### config.mk
export PLATFORM = sky130hd
export DESIGN_NAME = cube_map_face_select
export DESIGN_NICKNAME = d
export VERILOG_FILES = /design/src/rtl/cmfs_pkg.sv /design/src/rtl/cmfs_front.sv /design/src/rtl/cmfs_div_cell.sv /design/src/rtl/cube_map_face_select.sv
export SDC_FILE = /design/constraint.sdc
export NUM_CORES = 2
export LEC_CHECK = 0
export BUFFER_PORTS_ARGS = -buffer_cell sky130_fd_sc_hd__buf_2
export CORE_UTILIZATION = 58
export DETAILED_ROUTE_END_ITERATION = 12
export GPL_ROUTABILITY_DRIVEN = 1
export PLACE_DENSITY = 0.72
export SYNTH_ARGS = -nofsm -noshare
export SYNTH_HDL_FRONTEND = slang
export SYNTH_HIERARCHICAL = 1
export SYNTH_SLANG_ARGS = --single-unit
export TNS_END_PERCENT = 5
### constraint.sdc
create_clock -name aclk -period 39.8 [get_ports aclk]
set_input_delay 1.99 -clock aclk [delete_from_list [all_inputs] [get_ports aclk]]
set_output_delay 1.99 -clock aclk [all_outputs]
set_load 0.02 [all_outputs]
### src/rtl/cmfs_pkg.sv
// ----------------------------------------------------------------------------
// Cube-map face select: shared types and constants
// Widths, face codes, the records that move down the divider chain and the result record.
// ----------------------------------------------------------------------------
package cmfs_pkg;

    // Direction component width (two's complement) and face coordinate width.
    localparam int COORD_WIDTH = 16;
    localparam int UV_WIDTH    = 16;

    // Face code width and derived datapath widths.
    localparam int FACE_W  = 3;
    localparam int NUM_W   = COORD_WIDTH + 1;   // c + m and 2m
    localparam int TRIAL_W = COORD_WIDTH + 2;   // doubled remainder

    // Stream packing.
    localparam int IN_FIELDS_W  = 3 * COORD_WIDTH;
    localparam int IN_DATA_W    = ((IN_FIELDS_W + 7) / 8) * 8;
    localparam int OUT_FIELDS_W = FACE_W + 2 * UV_WIDTH;
    localparam int OUT_DATA_W   = ((OUT_FIELDS_W + 7) / 8) * 8;

    // Coordinate of a zero vector and the saturated value of 1.0.
    localparam logic [UV_WIDTH-1:0] UV_HALF = {1'b1, {(UV_WIDTH-1){1'b0}}};
    localparam logic [UV_WIDTH-1:0] UV_MAX  = {UV_WIDTH{1'b1}};

    typedef enum logic [FACE_W-1:0] {
        FACE_POS_X = 3'd0,
        FACE_NEG_X = 3'd1,
        FACE_POS_Y = 3'd2,
        FACE_NEG_Y = 3'd3,
        FACE_POS_Z = 3'd4,
        FACE_NEG_Z = 3'd5
    } face_t;

    // One request in flight through the divider chain. Each lane holds a
    // partial remainder and the quotient bits produced so far.
    typedef struct packed {
        face_t               face;
        logic                degenerate;
        logic [NUM_W-1:0]    divisor;
        logic [NUM_W-1:0]    rem_u;
        logic [NUM_W-1:0]    rem_v;
        logic                sat_u;
        logic                sat_v;
        logic [UV_WIDTH-1:0] quo_u;
        logic [UV_WIDTH-1:0] quo_v;
    } cmfs_work_t;

    // A finished result as it leaves the block.
    typedef struct packed {
        face_t               face;
        logic [UV_WIDTH-1:0] coord_u;
        logic [UV_WIDTH-1:0] coord_v;
        logic                degenerate;
    } cmfs_result_t;

endpackage

### src/rtl/cmfs_front.sv
// ----------------------------------------------------------------------------
// Cube-map face select: front stage
// Picks the major axis, the face and the two signed coordinate sources, and
// sets up numerator and divisor for the divider chain.
// ----------------------------------------------------------------------------
module cmfs_front
    import cmfs_pkg::*;
(
    input  logic                   aclk,
    input  logic                   aresetn,
    input  logic                   en,
    input  logic                   in_valid,
    input  logic [COORD_WIDTH-1:0] dir_x,
    input  logic [COORD_WIDTH-1:0] dir_y,
    input  logic [COORD_WIDTH-1:0] dir_z,
    output logic                   out_valid,
    output cmfs_work_t             out_work
);

    logic signed [COORD_WIDTH:0]   xe, ye, ze, nx, ny, nz;
    logic signed [COORD_WIDTH:0]   ax_w, ay_w, az_w;
    logic        [COORD_WIDTH-1:0] ax, ay, az, m;
    logic signed [COORD_WIDTH:0]   cu, cv;
    logic        [COORD_WIDTH+1:0] sum_u, sum_v;
    logic                          sel_y, sel_z, x_pos, y_pos, z_pos;
    logic                          valid_reg;
    cmfs_work_t                    work_reg, work_next;

    // Sign-extend by one bit so that the most negative value negates exactly.
    always_comb begin
        xe   = {dir_x[COORD_WIDTH-1], dir_x};
        ye   = {dir_y[COORD_WIDTH-1], dir_y};
        ze   = {dir_z[COORD_WIDTH-1], dir_z};
        nx   = -xe;
        ny   = -ye;
        nz   = -ze;
        ax_w = xe[COORD_WIDTH] ? nx : xe;
        ay_w = ye[COORD_WIDTH] ? ny : ye;
        az_w = ze[COORD_WIDTH] ? nz : ze;
        ax   = ax_w[COORD_WIDTH-1:0];
        ay   = ay_w[COORD_WIDTH-1:0];
        az   = az_w[COORD_WIDTH-1:0];
        x_pos = !xe[COORD_WIDTH] && (xe != '0);
        y_pos = !ye[COORD_WIDTH] && (ye != '0);
        z_pos = !ze[COORD_WIDTH] && (ze != '0);
        sel_z = (az >= ax) && (az >= ay);
        sel_y = (ay >= ax) && (ay >= az);
    end

    // Major axis select: on equal magnitudes Z beats Y and Y beats X.
    always_comb begin
        work_next = '0;
        m  = ax;
        cu = ze;
        cv = ye;
        priority if (sel_z) begin
            m  = az;
            cv = ye;
            if (z_pos) begin
                work_next.face = FACE_POS_Z;
                cu             = xe;
            end else begin
                work_next.face = FACE_NEG_Z;
                cu             = nx;
            end
        end else if (sel_y) begin
            m  = ay;
            cu = xe;
            if (y_pos) begin
                work_next.face = FACE_POS_Y;
                cv             = nz;
            end else begin
                work_next.face = FACE_NEG_Y;
                cv             = ze;
            end
        end else begin
            m  = ax;
            cv = ye;
            if (x_pos) begin
                work_next.face = FACE_POS_X;
                cu             = nz;
            end else begin
                work_next.face = FACE_NEG_X;
                cu             = ze;
            end
        end

        // Numerators c + m lie in 0..2m; the divisor is 2m.
        sum_u = {cu[COORD_WIDTH], cu} + {2'b00, m};
        sum_v = {cv[COORD_WIDTH], cv} + {2'b00, m};
        work_next.divisor    = {m, 1'b0};
        work_next.rem_u      = sum_u[NUM_W-1:0];
        work_next.rem_v      = sum_v[NUM_W-1:0];
        work_next.sat_u      = (sum_u[NUM_W-1:0] == {m, 1'b0});
        work_next.sat_v      = (sum_v[NUM_W-1:0] == {m, 1'b0});
        work_next.degenerate = (m == '0);
        work_next.quo_u      = '0;
        work_next.quo_v      = '0;
    end

    // Stage register.
    always_ff @(posedge aclk) begin
        if (!aresetn) begin
            valid_reg <= 1'b0;
        end else if (en) begin
            valid_reg <= in_valid;
        end
    end

    always_ff @(posedge aclk) begin
        if (en) begin
            work_reg <= work_next;
        end
    end

    assign out_valid = valid_reg;
    assign out_work  = work_reg;

endmodule

### src/rtl/cmfs_div_cell.sv
// ----------------------------------------------------------------------------
// Cube-map face select: divider cell
// One restoring-division step on both coordinate lanes; produces one
// quotient bit per lane and passes the request to the next cell.
// ----------------------------------------------------------------------------
module cmfs_div_cell
    import cmfs_pkg::*;
(
    input  logic       aclk,
    input  logic       aresetn,
    input  logic       en,
    input  logic       in_valid,
    input  cmfs_work_t in_work,
    output logic       out_valid,
    output cmfs_work_t out_work
);

    logic [TRIAL_W-1:0] trial_u, trial_v, dsr, diff_u, diff_v;
    logic               bit_u, bit_v;
    logic               valid_reg;
    cmfs_work_t         work_reg, work_next;

    // Double the remainder, subtract the divisor when it fits.
    always_comb begin
        dsr     = {1'b0, in_work.divisor};
        trial_u = {in_work.rem_u, 1'b0};
        trial_v = {in_work.rem_v, 1'b0};
        diff_u  = trial_u - dsr;
        diff_v  = trial_v - dsr;
        bit_u   = (trial_u >= dsr);
        bit_v   = (trial_v >= dsr);

        work_next       = in_work;
        work_next.rem_u = bit_u ? diff_u[NUM_W-1:0] : trial_u[NUM_W-1:0];
        work_next.rem_v = bit_v ? diff_v[NUM_W-1:0] : trial_v[NUM_W-1:0];
        work_next.quo_u = {in_work.quo_u[UV_WIDTH-2:0], bit_u};
        work_next.quo_v = {in_work.quo_v[UV_WIDTH-2:0], bit_v};
    end

    // Cell register.
    always_ff @(posedge aclk) begin
        if (!aresetn) begin
            valid_reg <= 1'b0;
        end else if (en) begin
            valid_reg <= in_valid;
        end
    end

    always_ff @(posedge aclk) begin
        if (en) begin
            work_reg <= work_next;
        end
    end

    assign out_valid = valid_reg;
    assign out_work  = work_reg;

endmodule

### src/rtl/cube_map_face_select.sv
// ----------------------------------------------------------------------------
// Cube-map face select: top level
// Direction vector in, cube face and face coordinates out.
// ----------------------------------------------------------------------------
// The block takes one direction request per cycle while s_tready is high and
// returns one result per request, in order. A request passes the major-axis
// stage register, one register per cell of the divider chain (each cell
// resolves one quotient bit for both u and v) and the output register. A
// two-entry output buffer lets input continue while a result waits, so
// s_tready drops only after the output is stalled while a further result
// reaches the end of the chain.
module cube_map_face_select
    import cmfs_pkg::*;
(
    input  logic                  aclk,
    input  logic                  aresetn,
    input  logic                  s_tvalid,
    output logic                  s_tready,
    // dir_x, dir_y, dir_z from the lowest bit up
    input  logic [IN_DATA_W-1:0]  s_tdata,
    output logic                  m_tvalid,
    input  logic                  m_tready,
    // face, coord_u, coord_v from the lowest bit up, zero padded
    output logic [OUT_DATA_W-1:0] m_tdata,
    // degenerate
    output logic                  m_tuser
);

    logic         en;
    logic         stage_valid [UV_WIDTH+1];
    cmfs_work_t   stage_work  [UV_WIDTH+1];
    logic         push;
    cmfs_result_t pipe_result;
    logic         out_valid_reg, skid_valid_reg;
    cmfs_result_t out_reg, skid_reg;

    // The chain advances whenever the skid entry is free.
    assign en       = !skid_valid_reg;
    assign s_tready = en;

    // Major-axis stage.
    cmfs_front u_front (
        .aclk      (aclk),
        .aresetn   (aresetn),
        .en        (en),
        .in_valid  (s_tvalid),
        .dir_x     (s_tdata[0 +: COORD_WIDTH]),
        .dir_y     (s_tdata[COORD_WIDTH +: COORD_WIDTH]),
        .dir_z     (s_tdata[2*COORD_WIDTH +: COORD_WIDTH]),
        .out_valid (stage_valid[0]),
        .out_work  (stage_work[0])
    );

    // Divider chain, one quotient bit per cell.
    for (genvar i = 0; i < UV_WIDTH; i++) begin : g_cell
        cmfs_div_cell u_cell (
            .aclk      (aclk),
            .aresetn   (aresetn),
            .en        (en),
            .in_valid  (stage_valid[i]),
            .in_work   (stage_work[i]),
            .out_valid (stage_valid[i+1]),
            .out_work  (stage_work[i+1])
        );
    end

    // Final selection: zero vector, saturated 1.0, or the quotient.
    always_comb begin
        pipe_result.face       = stage_work[UV_WIDTH].face;
        pipe_result.degenerate = stage_work[UV_WIDTH].degenerate;
        priority if (stage_work[UV_WIDTH].degenerate) begin
            pipe_result.coord_u = UV_HALF;
            pipe_result.coord_v = UV_HALF;
        end else begin
            pipe_result.coord_u = stage_work[UV_WIDTH].sat_u ? UV_MAX
                                                             : stage_work[UV_WIDTH].quo_u;
            pipe_result.coord_v = stage_work[UV_WIDTH].sat_v ? UV_MAX
                                                             : stage_work[UV_WIDTH].quo_v;
        end
    end

    assign push = en && stage_valid[UV_WIDTH];

    // Output register with skid entry.
    always_ff @(posedge aclk) begin
        if (!aresetn) begin
            out_valid_reg  <= 1'b0;
            skid_valid_reg <= 1'b0;
        end else if (m_tready || !out_valid_reg) begin
            if (skid_valid_reg) begin
                out_valid_reg  <= 1'b1;
                skid_valid_reg <= 1'b0;
            end else begin
                out_valid_reg  <= push;
            end
        end else if (push) begin
            skid_valid_reg <= 1'b1;
        end
    end

    always_ff @(posedge aclk) begin
        if (m_tready || !out_valid_reg) begin
            if (skid_valid_reg) begin
                out_reg <= skid_reg;
            end else if (push) begin
                out_reg <= pipe_result;
            end
        end else if (push) begin
            skid_reg <= pipe_result;
        end
    end

    // Output packing.
    always_comb begin
        m_tdata                               = '0;
        m_tdata[0 +: FACE_W]                  = out_reg.face;
        m_tdata[FACE_W +: UV_WIDTH]           = out_reg.coord_u;
        m_tdata[FACE_W + UV_WIDTH +: UV_WIDTH] = out_reg.coord_v;
    end

    assign m_tvalid = out_valid_reg;
    assign m_tuser  = out_reg.degenerate;

`ifndef SYNTHESIS
    // The skid entry is only ever occupied behind a valid output.
    a_skid_behind_out: assert property (@(posedge aclk) disable iff (!aresetn)
        skid_valid_reg |-> out_valid_reg)
        else $error("skid entry holds a request while the output is empty");

    // The skid entry fills only when the output was stalled.
    a_skid_fill_on_stall: assert property (@(posedge aclk) disable iff (!aresetn)
        $rose(skid_valid_reg) |-> $past(out_valid_reg && !m_tready))
        else $error("skid entry filled without an output stall");

    // A zero vector always leaves as face -Z at the center of the face.
    a_degenerate_result: assert property (@(posedge aclk) disable iff (!aresetn)
        (m_tvalid && m_tuser) |->
            (out_reg.face == FACE_NEG_Z) && (out_reg.coord_u == UV_HALF)
            && (out_reg.coord_v == UV_HALF))
        else $error("degenerate result with wrong face or coordinates");
`endif

endmodule

==> results.yml <==
clock_network:
  ctsHtreeMaxLevel: 4
  postCtsHoldBufs: 0
  cts_max_path_buffers: 3
  clock-root-buffer: "clkbuf_16"
  clk_transition_reported_paths_ns: 0.06
  clock_insertion_delay_worst_skew_ns: 0.77
  post_cts.repair.setup_buffers: 0
  cts_tree: "built"
  cts.sinks: 1280
  number_of_gates_resized_after_cts: 0
  clock_buffer_count_from_cts: 139
global_route:
  gr-total-overflow: 0
  globalRouteTotalUtil: 0.279
  wire_length_of_the_first_global_routing_pass_um: 309000
  grt_start_max_net_pins: 169
  antenna_found_initial: 1
  via_count_of_the_first_global_routing_pass: 54400
critical_path:
  category_of_cells_accounting_for_the_largest_share_of_critical_path_delay: "compound AO/OA/AOI/OAI gates"
  cp_slowest_cell: "xnor2_1"
  cp_max_fo: 48
  timing.critical_path.slowest_cell_delay_ns: 0.70
  worst-setup-path-type: "in2reg"
  cp-start-kind: "primary input"
  cp.required_ns: 40.43
  worst_setup_path_end_kind: "flop"
  arrival_ns: 10.74
  worst-path-buf-inv: 4
  path_common_cell: "ha_1"
detailed_routing:
  ant_nets: 0
  routed-via-count: 56300
  drt-wirelength-per-cell_um: 21.8
  drcViolationCount: 0
  detail_route.first_pass.iterations: 6
  drt_iter0_drc: 4506
  routed_wirelength_um: 201000
  drt-vias-per-instance: 6.11
run:
  cap_viol_max_count: 0
sta:
  fmaxAchievable_mhz: 99.0
  layout_worst_path_cycle_share: 0.254
  timing_hold_violations_final: 0
  final_worst_path_period_need_ns: 10.10
  rsz0062_at_grt: "false"
  timing.slew.headroom: 0.219
  setup_viol: 0
  setup-tns-final_ns: 0
  tightestPinTransition_ns: 1.16
  final-max-slew-violation-count: 0
  clock-skew-final_ns: 0.0301
die:
  die_area_mm2: 0.143
  design.core.area_mm2: 0.140
  die_width_um: 378
  top_level_ports: 95
  initial_standard_cell_utilization_of_the_core: 0.586
  die_y_um: 378
  core.rowCount: 137
outcome:
  run_status: "finished clean"
min_path:
  hold_path_class: "reg2reg"
cells_and_area:
  syn_to_final_growth_pct: 7.43
  final_layout_size_suffix_gt1_frac: 0.124
  finalNonFillerCells: 9219
  layout.core_utilization: 0.630
  largest_register_ff_count: 1133
  nNetsFinal: 7942
  diodes: 0
yosys:
  post_synth_inst_count: 7165
  post_synth_instance_area_mm2: 0.0820
  syn_avg_cell_area_um2: 11.4
  synth-warning-count: 6
placed_design:
  placement.io_buffers: 89
  detailed_place_hpwl_um: 153000
  post-place-cells: 8962
  place.gp.congestion: 0.971
==> through the flow <==
stage	instance area (um^2)	hold WS, ns	setup slack (ns)
2_1_floorplan	82000	0.400	13.80
3_3_place_gp	83500	0.401	29.13
3_5_place_dp	83500	0.405	29.00
4_1_cts	88100	0.404	29.83
5_1_grt	88100	0.406	29.19
6_report	88100	0.404	29.70
==> final timing paths <==
path | slack [ns] | end | startpoint | cells past startpoint
worst min register to register | 0.40 | g_cell[15].u_cell/out_work[30] | g_cell[14].u_cell/out_work[29] | 0
worst min-delay path | 0.40 | g_cell[15].u_cell/out_work[30] | g_cell[14].u_cell/out_work[29] | 0
worst max register to register | 35.40 | g_cell[4].u_cell/out_work[38] | skid_valid_reg | 5
worst max-delay path | 29.70 | u_front/out_work[33] | s_tdata[32] | 30
==> cell usage in the layout, fill, tap and decap left out, drive strengths merged, types with 34 or more instances in the layout <==
| master | instances |
|---|---|
| a211oi | 87 |
| a21o | 239 |
| a21oi | 423 |
| a311oi | 34 |
| a31oi | 53 |
| and2 | 66 |
| and3 | 49 |
| buf | 120 |
| clkbuf | 168 |
| clkinv | 59 |
| edfxtp | 1261 |
| fa | 34 |
| ha | 629 |
| inv | 479 |
| mux2 | 386 |
| mux2i | 97 |
| nand2 | 442 |
| nand2b | 145 |
| nand3 | 123 |
| nand4 | 58 |
| nor2 | 536 |
| nor3 | 201 |
| nor3b | 46 |
| o211a | 73 |
| o211ai | 82 |
| o21a | 80 |
| o21ai | 312 |
| o31ai | 88 |
| or3 | 61 |
| xnor2 | 268 |
| xor2 | 181 |
==> per-layer routing <==
metal	vias to the layer above	global-route usage	wire (um)
met5	-	0	0
met4	0	0.0978	6920
met3	377	0.0339	9980
met2	1702	0.458	93500
met1	27200	0.382	90500
li1	27100	-	-
==> worst reg2reg max path, delay by kind of cell, from the launching register on <==
kind	cells	cell delay, ns
flip-flops	1	0.30
buffers and inverters	5	3.67
==> cell type report <==
cell class	instances	area, um^2
multi-input cells	5218	40400
well taps	1876	2350
flip-flops and latches	1280	38200
clock inverters	89	891
fillers	11000	51800
clock buffers	168	3680
repair buffers	120	691
inverters	468	1800
Power is left out: the tool's default activity adds up to more than one toggle a clock period on the data nets, which glitch-free logic cannot reach.
